$ cat config.mk
export PLATFORM = sky130hd
export DESIGN_NAME = context_area_free_list_allocator
export DESIGN_NICKNAME = d
export VERILOG_FILES = /design/src/rtl/cafl_pkg.sv /design/src/rtl/context_area_free_list_allocator.sv /design/src/rtl/cafl_regs.sv /design/src/rtl/cafl_ctrl.sv /design/src/rtl/cafl_dp.sv
export SDC_FILE = /design/constraint.sdc
export NUM_CORES = 1
export LEC_CHECK = 0
export BUFFER_PORTS_ARGS = -buffer_cell sky130_fd_sc_hd__buf_2
export CAP_MARGIN = 20
export CORE_ASPECT_RATIO = 1.5
export CORE_MARGIN = 5
export CORE_UTILIZATION = 40
export CTS_BUF_LIST = sky130_fd_sc_hd__clkbuf_8
export DETAILED_ROUTE_END_ITERATION = 10
export GPL_TIMING_DRIVEN = 0
export PLACE_DENSITY = 0.65
export SLEW_MARGIN = 15
export SYNTH_ARGS = -nofsm -noshare
export SYNTH_HDL_FRONTEND = slang
export SYNTH_SLANG_ARGS = --single-unit
$ cat constraint.sdc
create_clock -name clk_i -period 5.7 [get_ports clk_i]
set_clock_uncertainty 0.15 [all_clocks]
set_input_delay 0.855 -clock clk_i [delete_from_list [all_inputs] [get_ports clk_i]]
set_output_delay 0.855 -clock clk_i [all_outputs]
set_load 0.1 [all_outputs]
$ cat src/rtl/cafl_pkg.sv
package cafl_pkg;

  // Pool geometry (ENTRY_BYTES must be a power of two)
  localparam int POOL_DEPTH  = 64;
  localparam int ENTRY_BYTES = 64;
  localparam int MIN_ENTRIES = 2;
  localparam int MARGIN_RST  = 10;

  localparam int ADDR_W      = 32;
  localparam int CNT_W       = 7;
  localparam int MARGIN_W    = 6;
  localparam int IDX_W       = $clog2(POOL_DEPTH);
  localparam int LINK_W      = $clog2(POOL_DEPTH + 1);
  localparam int ENTRY_SHIFT = $clog2(ENTRY_BYTES);
  localparam int SLOT_W      = ADDR_W - ENTRY_SHIFT;

  localparam logic [LINK_W-1:0] NULL_LINK = LINK_W'(POOL_DEPTH);

  // Configuration register indexes
  localparam logic [1:0] REG_POOL_BASE   = 2'd0;
  localparam logic [1:0] REG_ENTRY_COUNT = 2'd1;
  localparam logic [1:0] REG_LOW_MARGIN  = 2'd2;

  typedef enum logic [1:0] {
    CMD_INIT  = 2'd0,
    CMD_ALLOC = 2'd1,
    CMD_FREE  = 2'd2
  } cmd_e;

  typedef enum logic [1:0] {
    STS_OK       = 2'd0,
    STS_DEPLETED = 2'd1,
    STS_BAD_CFG  = 2'd2,
    STS_BAD_ADDR = 2'd3
  } status_e;

  typedef enum logic [1:0] {
    S_IDLE,
    S_POP,
    S_FILL
  } state_e;

  typedef struct packed {
    logic [ADDR_W-1:0]   pool_base;
    logic [CNT_W-1:0]    entry_count;
    logic [MARGIN_W-1:0] low_margin;
  } cfg_t;

  // Controller to datapath
  typedef struct packed {
    logic finish_imm;
    logic start_read;
    logic start_fill;
    logic pop;
    logic fill;
  } dp_cmd_t;

  // Datapath to controller
  typedef struct packed {
    logic is_init;
    logic is_alloc;
    logic init_ok;
    logic alloc_ok;
    logic fill_last;
  } dp_sts_t;

endpackage

$ cat src/rtl/context_area_free_list_allocator.sv
// Free, command 3 and every rejected command register their result beat on accept;
// alloc registers a link-memory read, then pops; init sweeps entry_count entries.
// Throughput: one free per cycle while idle; alloc and init hold busy until done.
// The init sweep writes one link-memory entry per cycle; the receiver cannot stall.
// Reset clears the list head to null, the counters and flags, and loads the config
// defaults; the link memory is not cleared and needs no clearing pass.
module context_area_free_list_allocator (
  input  logic                          clk_i,
  input  logic                          rst_ni,
  input  logic                          start,
  output logic                          busy,
  input  logic [1:0]                    command_i,
  input  logic [cafl_pkg::ADDR_W-1:0]   entry_address_i,
  output logic                          done_o,
  output logic [1:0]                    status_o,
  output logic [cafl_pkg::ADDR_W-1:0]   alloc_address_o,
  output logic [cafl_pkg::CNT_W-1:0]    free_entries_o,
  output logic                          low_warning_o,
  input  logic                          psel,
  input  logic                          penable,
  input  logic                          pwrite,
  input  logic [3:0]                    paddr,
  input  logic [31:0]                   pwdata,
  output logic [31:0]                   prdata,
  output logic                          pready
);

  cafl_pkg::cfg_t    cfg;
  cafl_pkg::dp_cmd_t cmd;
  cafl_pkg::dp_sts_t sts;

  // Configuration registers
  cafl_regs u_regs (
    .clk_i   (clk_i),
    .rst_ni  (rst_ni),
    .psel    (psel),
    .penable (penable),
    .pwrite  (pwrite),
    .paddr   (paddr),
    .pwdata  (pwdata),
    .prdata  (prdata),
    .pready  (pready),
    .cfg_o   (cfg)
  );

  // Command sequencer
  cafl_ctrl u_ctrl (
    .clk_i  (clk_i),
    .rst_ni (rst_ni),
    .start  (start),
    .sts_i  (sts),
    .cmd_o  (cmd),
    .busy   (busy)
  );

  // List state and link memory
  cafl_dp u_dp (
    .clk_i           (clk_i),
    .rst_ni          (rst_ni),
    .cfg_i           (cfg),
    .cmd_i           (cmd),
    .command_i       (command_i),
    .entry_address_i (entry_address_i),
    .sts_o           (sts),
    .done_o          (done_o),
    .status_o        (status_o),
    .alloc_address_o (alloc_address_o),
    .free_entries_o  (free_entries_o),
    .low_warning_o   (low_warning_o)
  );

endmodule

$ cat src/rtl/cafl_regs.sv
module cafl_regs (
  input  logic                clk_i,
  input  logic                rst_ni,
  input  logic                psel,
  input  logic                penable,
  input  logic                pwrite,
  input  logic [3:0]          paddr,
  input  logic [31:0]         pwdata,
  output logic [31:0]         prdata,
  output logic                pready,
  output cafl_pkg::cfg_t      cfg_o
);

  logic [cafl_pkg::ADDR_W-1:0]   pool_base_q;
  logic [cafl_pkg::CNT_W-1:0]    entry_count_q;
  logic [cafl_pkg::MARGIN_W-1:0] low_margin_q;
  logic                          wr_en;
  logic [1:0]                    reg_idx;

  assign pready  = 1'b1;
  assign reg_idx = paddr[3:2];
  assign wr_en   = psel & penable & pwrite & pready;

  // Write a register on the access beat
  always_ff @(posedge clk_i or negedge rst_ni) begin
    if (!rst_ni) begin
      pool_base_q   <= '0;
      entry_count_q <= cafl_pkg::CNT_W'(cafl_pkg::POOL_DEPTH);
      low_margin_q  <= cafl_pkg::MARGIN_W'(cafl_pkg::MARGIN_RST);
    end else if (wr_en) begin
      case (reg_idx)
        cafl_pkg::REG_POOL_BASE:   pool_base_q   <= pwdata;
        cafl_pkg::REG_ENTRY_COUNT: entry_count_q <= pwdata[cafl_pkg::CNT_W-1:0];
        cafl_pkg::REG_LOW_MARGIN:  low_margin_q  <= pwdata[cafl_pkg::MARGIN_W-1:0];
        default: ;
      endcase
    end
  end

  // Read back the addressed register
  always_comb begin
    case (reg_idx)
      cafl_pkg::REG_POOL_BASE:   prdata = pool_base_q;
      cafl_pkg::REG_ENTRY_COUNT: prdata = 32'(entry_count_q);
      cafl_pkg::REG_LOW_MARGIN:  prdata = 32'(low_margin_q);
      default:                   prdata = '0;
    endcase
  end

  assign cfg_o.pool_base   = pool_base_q;
  assign cfg_o.entry_count = entry_count_q;
  assign cfg_o.low_margin  = low_margin_q;

endmodule

$ cat src/rtl/cafl_ctrl.sv
module cafl_ctrl (
  input  logic                clk_i,
  input  logic                rst_ni,
  input  logic                start,
  input  cafl_pkg::dp_sts_t   sts_i,
  output cafl_pkg::dp_cmd_t   cmd_o,
  output logic                busy
);

  cafl_pkg::state_e state_q, state_d;
  logic             accept;

  assign accept = start & (state_q == cafl_pkg::S_IDLE);

  // Next state
  always_comb begin
    state_d = state_q;
    case (state_q)
      cafl_pkg::S_IDLE: begin
        if (accept && sts_i.is_alloc && sts_i.alloc_ok) begin
          state_d = cafl_pkg::S_POP;
        end else if (accept && sts_i.is_init && sts_i.init_ok) begin
          state_d = cafl_pkg::S_FILL;
        end
      end
      cafl_pkg::S_POP: begin
        state_d = cafl_pkg::S_IDLE;
      end
      cafl_pkg::S_FILL: begin
        if (sts_i.fill_last) begin
          state_d = cafl_pkg::S_IDLE;
        end
      end
      default: state_d = cafl_pkg::S_IDLE;
    endcase
  end

  always_ff @(posedge clk_i or negedge rst_ni) begin
    if (!rst_ni) begin
      state_q <= cafl_pkg::S_IDLE;
    end else begin
      state_q <= state_d;
    end
  end

  // Datapath commands
  always_comb begin
    cmd_o = '0;
    busy  = 1'b1;
    case (state_q)
      cafl_pkg::S_IDLE: begin
        busy             = 1'b0;
        cmd_o.start_read = accept & sts_i.is_alloc & sts_i.alloc_ok;
        cmd_o.start_fill = accept & sts_i.is_init & sts_i.init_ok;
        cmd_o.finish_imm = accept & ~(sts_i.is_alloc & sts_i.alloc_ok)
                                  & ~(sts_i.is_init & sts_i.init_ok);
      end
      cafl_pkg::S_POP:  cmd_o.pop  = 1'b1;
      cafl_pkg::S_FILL: cmd_o.fill = 1'b1;
      default: ;
    endcase
  end

  // The pop state is always followed directly by idle
  a_pop_one: assert property (@(posedge clk_i) disable iff (!rst_ni)
    (state_q == cafl_pkg::S_POP) |=> (state_q == cafl_pkg::S_IDLE))
    else $error("pop state lasted more than one cycle");

  // At most one command is issued per cycle
  a_cmd_one: assert property (@(posedge clk_i) disable iff (!rst_ni)
    $onehot0({cmd_o.finish_imm, cmd_o.start_read, cmd_o.start_fill, cmd_o.pop, cmd_o.fill}))
    else $error("overlapping datapath commands");

  // A read is only started for an allocation that can succeed
  a_read_ok: assert property (@(posedge clk_i) disable iff (!rst_ni)
    cmd_o.start_read |-> (sts_i.is_alloc && sts_i.alloc_ok))
    else $error("link read started without a valid head");

endmodule

$ cat src/rtl/cafl_dp.sv
module cafl_dp (
  input  logic                          clk_i,
  input  logic                          rst_ni,
  input  cafl_pkg::cfg_t                cfg_i,
  input  cafl_pkg::dp_cmd_t             cmd_i,
  input  logic [1:0]                    command_i,
  input  logic [cafl_pkg::ADDR_W-1:0]   entry_address_i,
  output cafl_pkg::dp_sts_t             sts_o,
  output logic                          done_o,
  output logic [1:0]                    status_o,
  output logic [cafl_pkg::ADDR_W-1:0]   alloc_address_o,
  output logic [cafl_pkg::CNT_W-1:0]    free_entries_o,
  output logic                          low_warning_o
);

  // Link memory, undefined until written
  logic [cafl_pkg::LINK_W-1:0] link_mem [cafl_pkg::POOL_DEPTH];
  logic [cafl_pkg::LINK_W-1:0] rd_q;

  // List state
  logic [cafl_pkg::LINK_W-1:0] head_q;
  logic [cafl_pkg::LINK_W-1:0] limit_q;
  logic [cafl_pkg::CNT_W-1:0]  cnt_q;
  logic [cafl_pkg::CNT_W-1:0]  active_q;
  logic                        low_q;
  logic                        ready_q;
  logic [cafl_pkg::IDX_W-1:0]  fill_q;

  // Result registers
  logic                        done_q;
  cafl_pkg::status_e           status_q;
  logic [cafl_pkg::ADDR_W-1:0] addr_q;

  cafl_pkg::cmd_e              op;
  logic                        base_aligned;
  logic                        cnt_ok;
  logic [cafl_pkg::ADDR_W:0]   pool_top;
  logic                        end_ok;
  logic [cafl_pkg::ADDR_W-1:0] offset;
  logic [cafl_pkg::SLOT_W-1:0] slot;
  logic                        addr_zero;
  logic                        addr_below;
  logic                        addr_misaligned;
  logic                        slot_ok;
  logic                        push;
  cafl_pkg::status_e           imm_status;
  logic                        mem_we;
  logic [cafl_pkg::IDX_W-1:0]  mem_waddr;
  logic [cafl_pkg::LINK_W-1:0] mem_wdata;
  logic [cafl_pkg::LINK_W-1:0] nxt;
  logic [cafl_pkg::LINK_W-1:0] limit_new;
  logic [cafl_pkg::ADDR_W-1:0] head_addr;

  assign op = cafl_pkg::cmd_e'(command_i);

  // Init checks: alignment, count range, pool end within address space
  assign base_aligned = (cfg_i.pool_base[cafl_pkg::ENTRY_SHIFT-1:0] == '0);
  assign cnt_ok   = (cfg_i.entry_count >= cafl_pkg::CNT_W'(cafl_pkg::MIN_ENTRIES)) &&
                    (cfg_i.entry_count <= cafl_pkg::CNT_W'(cafl_pkg::POOL_DEPTH));
  assign pool_top = {1'b0, cfg_i.pool_base} +
                    ((cafl_pkg::ADDR_W+1)'(cfg_i.entry_count) << cafl_pkg::ENTRY_SHIFT);
  assign end_ok   = (pool_top <= ((cafl_pkg::ADDR_W+1)'(1) << cafl_pkg::ADDR_W));

  // Free checks: map the byte address to a pool slot
  assign offset          = entry_address_i - cfg_i.pool_base;
  assign slot            = offset[cafl_pkg::ADDR_W-1:cafl_pkg::ENTRY_SHIFT];
  assign addr_zero       = (entry_address_i == '0);
  assign addr_below      = (entry_address_i < cfg_i.pool_base);
  assign addr_misaligned = (offset[cafl_pkg::ENTRY_SHIFT-1:0] != '0);
  assign slot_ok         = (slot < cafl_pkg::SLOT_W'(active_q));

  assign sts_o.is_init   = (op == cafl_pkg::CMD_INIT);
  assign sts_o.is_alloc  = (op == cafl_pkg::CMD_ALLOC);
  assign sts_o.init_ok   = base_aligned & cnt_ok & end_ok;
  assign sts_o.alloc_ok  = ready_q & (head_q < cafl_pkg::NULL_LINK);
  assign sts_o.fill_last = (cafl_pkg::CNT_W'(fill_q) + cafl_pkg::CNT_W'(1)
                            == cfg_i.entry_count);

  // Status of commands that finish on the accept beat
  always_comb begin
    imm_status = cafl_pkg::STS_OK;
    push       = 1'b0;
    case (op)
      cafl_pkg::CMD_INIT:  imm_status = cafl_pkg::STS_BAD_CFG;
      cafl_pkg::CMD_ALLOC: imm_status = cafl_pkg::STS_DEPLETED;
      cafl_pkg::CMD_FREE: begin
        if (addr_zero) begin
          imm_status = cafl_pkg::STS_OK;
        end else if (!ready_q) begin
          imm_status = cafl_pkg::STS_DEPLETED;
        end else if (addr_below || addr_misaligned || !slot_ok) begin
          imm_status = cafl_pkg::STS_BAD_ADDR;
        end else begin
          imm_status = cafl_pkg::STS_OK;
          push       = cmd_i.finish_imm;
        end
      end
      default: imm_status = cafl_pkg::STS_OK;
    endcase
  end

  // Link memory write: init sweep or push of a freed entry
  always_comb begin
    mem_we    = cmd_i.fill | push;
    mem_waddr = slot[cafl_pkg::IDX_W-1:0];
    mem_wdata = head_q;
    if (cmd_i.fill) begin
      mem_waddr = fill_q;
      mem_wdata = sts_o.fill_last ? cafl_pkg::NULL_LINK
                                  : cafl_pkg::LINK_W'(fill_q) + cafl_pkg::LINK_W'(1);
    end
  end

  always_ff @(posedge clk_i) begin
    if (mem_we) begin
      link_mem[mem_waddr] <= mem_wdata;
    end
    if (cmd_i.start_read) begin
      rd_q <= link_mem[head_q[cafl_pkg::IDX_W-1:0]];
    end
  end

  // Clamp a corrupt link to null
  assign nxt       = (rd_q > cafl_pkg::NULL_LINK) ? cafl_pkg::NULL_LINK : rd_q;
  assign limit_new = (cfg_i.entry_count > cafl_pkg::CNT_W'(cfg_i.low_margin))
                   ? cafl_pkg::LINK_W'(cfg_i.entry_count) - cafl_pkg::LINK_W'(cfg_i.low_margin)
                   : '0;
  assign head_addr = cfg_i.pool_base +
                     (cafl_pkg::ADDR_W'(head_q[cafl_pkg::IDX_W-1:0]) << cafl_pkg::ENTRY_SHIFT);

  // Advance the init sweep index
  always_ff @(posedge clk_i or negedge rst_ni) begin
    if (!rst_ni) begin
      fill_q <= '0;
    end else if (cmd_i.start_fill) begin
      fill_q <= '0;
    end else if (cmd_i.fill) begin
      fill_q <= fill_q + cafl_pkg::IDX_W'(1);
    end
  end

  // Update list state
  always_ff @(posedge clk_i or negedge rst_ni) begin
    if (!rst_ni) begin
      head_q   <= cafl_pkg::NULL_LINK;
      limit_q  <= '0;
      cnt_q    <= '0;
      active_q <= '0;
      low_q    <= 1'b0;
      ready_q  <= 1'b0;
    end else if (push) begin
      head_q <= cafl_pkg::LINK_W'(slot[cafl_pkg::IDX_W-1:0]);
      if (cnt_q < active_q) begin
        cnt_q <= cnt_q + cafl_pkg::CNT_W'(1);
      end
    end else if (cmd_i.pop) begin
      head_q <= nxt;
      if (cnt_q != '0) begin
        cnt_q <= cnt_q - cafl_pkg::CNT_W'(1);
      end
      if ((nxt < cafl_pkg::NULL_LINK) && (nxt == limit_q)) begin
        low_q <= 1'b1;
      end
    end else if (cmd_i.fill && sts_o.fill_last) begin
      head_q   <= '0;
      limit_q  <= limit_new;
      cnt_q    <= cfg_i.entry_count;
      active_q <= cfg_i.entry_count;
      low_q    <= 1'b0;
      ready_q  <= 1'b1;
    end
  end

  // Hold the result beat for one cycle
  always_ff @(posedge clk_i or negedge rst_ni) begin
    if (!rst_ni) begin
      done_q <= 1'b0;
    end else begin
      done_q <= cmd_i.finish_imm | cmd_i.pop | (cmd_i.fill & sts_o.fill_last);
    end
  end

  always_ff @(posedge clk_i) begin
    if (cmd_i.finish_imm) begin
      status_q <= imm_status;
      addr_q   <= '0;
    end else if (cmd_i.pop) begin
      status_q <= cafl_pkg::STS_OK;
      addr_q   <= head_addr;
    end else if (cmd_i.fill && sts_o.fill_last) begin
      status_q <= cafl_pkg::STS_OK;
      addr_q   <= '0;
    end
  end

  assign done_o          = done_q;
  assign status_o        = status_q;
  assign alloc_address_o = addr_q;
  assign free_entries_o  = cnt_q;
  assign low_warning_o   = low_q;

  // Free count never exceeds the initialized pool size
  a_cnt_bound: assert property (@(posedge clk_i) disable iff (!rst_ni)
    cnt_q <= active_q)
    else $error("free count above pool size");

  // Head is a valid entry or the null marker
  a_head_bound: assert property (@(posedge clk_i) disable iff (!rst_ni)
    head_q <= cafl_pkg::NULL_LINK)
    else $error("head beyond null marker");

  // An uninitialized pool has an empty list
  a_not_ready: assert property (@(posedge clk_i) disable iff (!rst_ni)
    !ready_q |-> (head_q == cafl_pkg::NULL_LINK && cnt_q == '0))
    else $error("list state set before init");

  // A pop delivers its result on the next cycle
  a_pop_done: assert property (@(posedge clk_i) disable iff (!rst_ni)
    cmd_i.pop |=> done_q)
    else $error("pop without result beat");

endmodule

* Yosys cells after proc, flatten, opt, wreduce, memory -nomap -nowiden
Memories as Yosys holds them, arrays and structs flattened. A register that Yosys moved wholly into a read port is not among the register bits.
Cells that the tools add are included.
** Word-level totals
- Register bits :: 118
- RAM bits :: 448
- Input bits :: 76
- Output and inout port bits :: 77
- Word-level logic and storage cells :: 138
- Memories :: 1
** Operators by class
- Add/subtract/negate cells :: 8
- Magnitude comparators :: 10
- Equality and inequality tests :: 13
- Muxes and demuxes :: 42
- Bitwise gates (word level) :: 22
- Reductions and logical operators :: 28
** Memory list
- u_dp.link_mem :: depth 64, width 7, read ports 1, clocked after memory_dff 1, wr ports 1, line cafl_dp.sv:17 : logic [cafl_pkg::LINK_W-1:0] link_mem [cafl_pkg::POOL_DEPTH];
** Operator list (number)
- $pmux 32 s3 :: 1
- $mux 7 :: 12
- $mux 32 :: 2
- $add 32x13->33 :: 1
- $le 33x33->1 const B :: 1
- $add 32x12->32 :: 1
- $logic_not 32->1 :: 1
- $lt 32x32->1 :: 1
- $sub 32x32->32 :: 1
- $lt 26x7->1 :: 1
- $mux 2 :: 9
- $mux 6 :: 3
- $and 1x1->1 :: 15
- $eq 7x7->1 :: 2
- $lt 7x7->1 const B :: 2
- $mux 1 :: 12
- $reduce_and 3->1 :: 3
- $reduce_and 2->1 :: 4
- $add 6x1->7 const B :: 1
- $add 7x1->7 const B :: 1
- $ge 7x2->1 const B :: 1
- $gt 7x6->1 :: 1
- $gt 7x7->1 const B :: 1
- $le 7x7->1 const B :: 1
- 23 further kinds :: 45

* Longest topological paths before layout
- Depth after elaboration :: 15
- Mapped depth :: 22
- Depth with buffers taken out :: 20

* By module
A second synthesis with hierarchy kept.
** Unflattened totals
- Cells, all modules :: 1935
- Area total of the unflattened synthesis :: 27517.6 um2
** By module, submodules not included
- cafl_dp :: times used 1, cells an instance 1770, area each 25311.8 um2, sequential area each 15290.9 um2
- cafl_regs :: times used 1, cells an instance 150, area each 2062.0 um2, sequential area each 1129.8 um2
- cafl_ctrl :: times used 1, cells an instance 15, area each 143.9 um2, sequential area each 50.0 um2

* Least setup slack after synthesis
Ideal clock, no wire load.
- Path type :: input -> register
- From :: input port entry_address_i[0] (netlist bit)
- To :: memory u_dp.link_mem[13][0] (netlist bit), enable pin
- Library setup time :: 380 ps
- Data arrival time :: 5279 ps
- Data required time :: 5170 ps
- Path slack :: -109 ps
- Stages :: 22
- Buffers on the path :: 2
- Cells stage by stage :: inv_1 > ha_1 > fa_1 > nor2b_4 > o31a_4 > o211ai_1 > a211oi_1 > or2_2 > xor2_1 > ha_1 > nor3_1 > o21ai_0 > or4_1 > nor3_1 > nand4b_1 > nor4b_1 > and4_1 > buf_2 > and3_1 > a22oi_2 > buf_2 > nor3_1
** On the way
- Longest elaborated chain between the ends :: 11
- Elaborated cells between the ends (all ways) :: 16
- Those cells by class :: 1 x add/sub; 2 x order compare; 7 x mux; 1 x bitwise; 5 x reduce/logical
** RTL lines
- start, declared :: line context_area_free_list_allocator.sv:13 : input logic [cafl_pkg::ADDR_W-1:0] entry_address_i,
- $sub 32x32->32 :: line cafl_dp.sv:65 : assign offset = entry_address_i - cfg_i.pool_base;
- $lt 26x7->1 / $reduce_bool 6->1 (equally long branches) :: line cafl_dp.sv:70, cafl_dp.sv:69
- $logic_not 1->1 / $logic_or 1x1->1 (equally long branches) :: line cafl_dp.sv:91 : end else if (addr_below || addr_misaligned || !slot_ok) begin
- $logic_or 1x1->1 :: line cafl_dp.sv:91
- $mux 1 :: line cafl_dp.sv:91
- $mux 1 :: line cafl_dp.sv:89 : end else if (!ready_q) begin
- $mux 1 :: line cafl_dp.sv:87 : if (addr_zero) begin
- $mux 1 :: line cafl_dp.sv:83 : case (op)
- $or 1x1->1 :: line cafl_dp.sv:104 : mem_we = cmd_i.fill | push;
- $mux 1 :: line cafl_dp.sv:115 : if (mem_we) begin
- $mux 1 (implied by the code) :: line cafl_dp.sv:116 : link_mem[mem_waddr] <= mem_wdata;
- end, declared :: line cafl_dp.sv:17
Several ways; a longest one is shown, not always the timed one.

* Worst setup path in the final report
- From :: register u_regs.pool_base_q[0] (netlist bit)
- To :: memory u_dp.link_mem[45][3] (netlist bit), enable pin
** On the way
- Longest elaborated chain between the ends :: 14
- Elaborated cells between the ends (all ways) :: 24
- Those cells by class :: 2 x add/sub; 3 x order compare; 8 x mux; 6 x bitwise; 5 x reduce/logical
** RTL lines
- start, declared :: line cafl_regs.sv:14 : logic [cafl_pkg::ADDR_W-1:0] pool_base_q;
- start signal, assigned :: line cafl_regs.sv:32 : cafl_pkg::REG_POOL_BASE: pool_base_q <= pwdata;
- $add 32x13->33 / $logic_not 6->1 (equally long branches) :: line cafl_dp.sv:60, cafl_dp.sv:57
- $le 33x33->1 / $and 1x1->1 (equally long branches) :: line cafl_dp.sv:62, cafl_dp.sv:74
- $and 1x1->1 :: line cafl_dp.sv:74 : assign sts_o.init_ok = base_aligned & cnt_ok & end_ok;
- $and 1x1->1 :: line cafl_ctrl.sv:56 : & ~(sts_i.is_init & sts_i.init_ok);
- $not 1->1 :: line cafl_ctrl.sv:56
- $and 1x1->1 :: line cafl_ctrl.sv:56
- $mux 3 :: line cafl_ctrl.sv:50 : case (state_q)
- $mux 1 :: line cafl_dp.sv:91
- $mux 1 :: line cafl_dp.sv:89
- $mux 1 :: line cafl_dp.sv:87
- $mux 1 :: line cafl_dp.sv:83
- $or 1x1->1 :: line cafl_dp.sv:104
- $mux 1 :: line cafl_dp.sv:115
- $mux 1 (implied by the code) :: line cafl_dp.sv:116
Several ways; a longest one is shown, not always the timed one.

==> out/metrics.yaml <==
outcome: "finished, violations left"
violations: "setup timing"
finalCritPeriodShare_pct: 102
area_delta_synth_final_pct: 22.0
hp-class: "in2reg"
grt.overflow.total: 0
port_buffers: 147
avgRoutedWirePerCell_um: 27.2
cts_buffers: 88
timing.final.ws_setup_ns: -0.142
drcViolationCount: 0
yosys_warnings: 0
whs_ns: 0.231
clock_latency_ns: 0.69
yosysSeqAreaShare_pct: 60.7
vias: 18939
drive_gt1_share_pct: 27.8
synthArstFlopShare_pct: 14.7
clk_pin_slew_ns: 0.07
finalWeightedCongestion: 1.04
register_area_um2: 16500
yosysTopAreaCell: "edfxtp_1"
cap_violations: 0
synth_area_leaders: "edfxtp_1, mux4_2, dfrtp_1, ha_1, dfxtp_1"
die_w_um: 223
fin_crit_ns: 5.84
synth_edf_count: 457
die_area_um2: 73300
slew_viol_final: 0
slew_headroom_pct: 29.3
initial_utilization_pct: 40.2
clockRootBuffer: "clkbuf_8"
reg2reg_depth: 24
hold_depth: 3
reg2reg_slack_ns: -0.14
postSynthCellCount: 1937
hold_end: "u_regs.pool_base_q[25]$_DFFE_PN0P_"
cts.sinks: 573
setup_viol: 199
multiInputGateArea_um2: 10800
viasPerCell: 5.86
first_iter_violations: 1971
synth_ff_type: "edfxtp_1"
rows: 117
grt_max_degree: 47
io_pins: 153
clock.fmax_mhz: 171
hp-start: "pwdata[25]"
cts_tree: "built"
grt_pass1_vias: 19498
antenna_found_initial: 2
dp_hpwl_um: 64300
fin_nets: 2417
final_util_pct: 49.0
crit_type: "reg2reg"
ys_ff_latch: 573
peakVddDrop_uv: 352
drt_wl_total_um: 87800
cts_htree_levels: 3
cp.required_ns: 5.95
core_um2: 67600
start_kind: "register"
rsz0062_at_grt: "yes"
chipHeight_um: 329
n_fill_cell: 5725
clockBufferDepth: 3
yosysTopAreaCellShare_pct: 50.5
static-leakage-power_nw: 11.9
grt_pass1_wl_um: 125000
r2r-end: "u_dp.link_mem[45][3]$_DFFE_PP_"
reg2reg_from: "u_regs.pool_base_q[0]$_DFFE_PN0P_"
syn_area_um2: 27200
drtPass1Iterations: 6
grtUsageTotal_pct: 22.7
critPathArrivalTime_ns: 6.09
cp-end-kind: "register"
power_density_nw_per_um2: 494
tightestPinTransition_ns: 1.05
avgSynthCellArea_um2: 14.0
synth_nets: 2084
path_max_fanout: 7
hold_viol_final: 0
detail-route-antenna-nets: 0
synth_cell_types: 82
[worst max-delay path: stages, from the launching register on]
cell and delay [ns]:
dfrtp_2 0.44, ha_4 0.18, fa_2 0.42, nor2b_4 0.15, o31a_4 0.17, o211ai_1 0.15
a211oi_2 0.38, or2_4 0.20, xor2_1 0.06, ha_2 0.24, nor3_4 0.29, o21ai_2 0.10
or4_1 0.41, nor3_1 0.18, nand4b_1 0.12, nor4b_1 0.25, and4_1 0.29, buf_6 0.15
and3_4 0.21, a22oi_2 0.07, buf_12 0.19, buf_12 0.14, buf_16 0.14, nor3_4 0.25
buf_12 0.17
[report_power, final]
group	switching [mW]	leakage, nW	internal (mW)
combinational	4.47	5.40	2.39
sequential	0.347	5.46	5.68
clock	1.65	0.996	1.85
[worst max-delay path by stage]
stage,startpoint,endpoint,cells past startpoint
final,u_regs.pool_base_q[0]$_DFFE_PN0P_,u_dp.link_mem[45][3]$_DFFE_PP_,24
after global routing,u_regs.pool_base_q[2]$_DFFE_PN0P_,u_dp.link_mem[49][0]$_DFFE_PP_,24
after CTS,u_regs.pool_base_q[7]$_DFFE_PN0P_,u_dp.link_mem[6][0]$_DFFE_PP_,19
after detailed placement,entry_address_i[0],u_dp.link_mem[11][1]$_DFFE_PP_,23
after global placement,u_dp.fill_q[0]$_DFFE_PN0P_,u_dp.link_mem[36][2]$_DFFE_PP_,7
after floorplan,entry_address_i[0],u_dp.link_mem[13][0]$_DFFE_PP_,22
[timing repair]
item / 4_1_cts / 5_1_grt
setup buffers: 32 / 36
endpoints found under the hold margin: 34 / 0
pin swaps: 40 / 51
cloned: 1 / 3
hold buffers: 1 / 0
gates resized for setup: 153 / 46
setup endpoints to repair: 464 / 438
[cells by family after synthesis]
kind of cell             synth area share (%)
multiplexers                             13.5
buffers and inverters                    2.41
XOR/XNOR                                 2.32
AND/OR/NAND/NOR                          9.63
adder cells (fa/ha/maj)                  3.38
other                                  0.0138
flip-flops                               60.7
AO/OA/AOI/OAI                            8.09
[layout by cell type (no fill, tap or decap), types with 46 or more instances in the layout]
cell and count:
a21oi_1 59, inv_1 89, edfxtp_1 457, clkbuf_8 93
buf_2 152, ha_1 61, nor3_1 55, xnor2_1 46
nor2_1 91, dfrtp_1 78, mux4_2 147, clkbuf_1 72
nand2_1 148, o21ai_0 93
[cells in the mapped netlist (50+ instances only)]
master      n
edfxtp_1  457
dfrtp_1    80
nor2_1    123
clkbuf_1   76
mux4_2    147
a21oi_1    60
nor3_1     88
ha_1       67
o21ai_0    98
nand2_1   148
inv_1      62
xnor2_1    50
[layer usage]
metal / wire [µm] / up-vias / share of wire, % / track usage (%)
met4: 7190 / 0 / 8.2 / 15.6
met1: 28900 / 9529 / 33 / 23.3
met2: 46600 / 912 / 53 / 41.8
met3: 5070 / 271 / 5.8 / 4.04
met5: 0 / - / 0 / 0
li1: - / 8227 / - / -
[metrics by stage]
step	power (mW)	TNS [ns]	area, µm²	instances	setup slack (ns)
2_1_floorplan	9.65	-21.91	27200	1937	-0.109
3_3_place_gp	11.5	-1652.85	29000	2976	-2.51
3_5_place_dp	11.9	-887.14	29500	2998	-2.17
4_1_cts	15.9	-0.00442	32400	3189	-0.00100
5_1_grt	17.0	-55.02	33100	3232	-0.254
6_report	16.4	-12.33	33100	3232	-0.142
[registers in the layout, indices dropped and copies added, names as in the netlist]
signal,flops
u_dp.low_warning_o,1
u_regs.pool_base_q,32
u_dp.status_o,2
u_regs.entry_count_q,7
u_regs.low_margin_q,6
u_dp.limit_q,7
u_dp.done_o,1
u_dp.head_q,7
u_dp.active_q,7
u_dp.alloc_address_o,32
u_dp.ready_q,1
u_ctrl.state_q,2
u_dp.fill_q,6
u_dp.free_entries_o,7
u_dp.rd_q,7
u_dp.link_mem,448
[cell type report]
type / instances / share of cell area [%]
inverter: 65 / 0.736
buffer: 101 / 1.51
sequential: 573 / 49.7
antenna: 1 / 0.00755
clock inverter: 66 / 1.49
clock buffer: 93 / 3.86
multi-input combinational: 1196 / 32.7
timing repair buffer: 245 / 6.64
tap: 892 / 3.37
No activity file was read; power rests on OpenSTA's default activity.
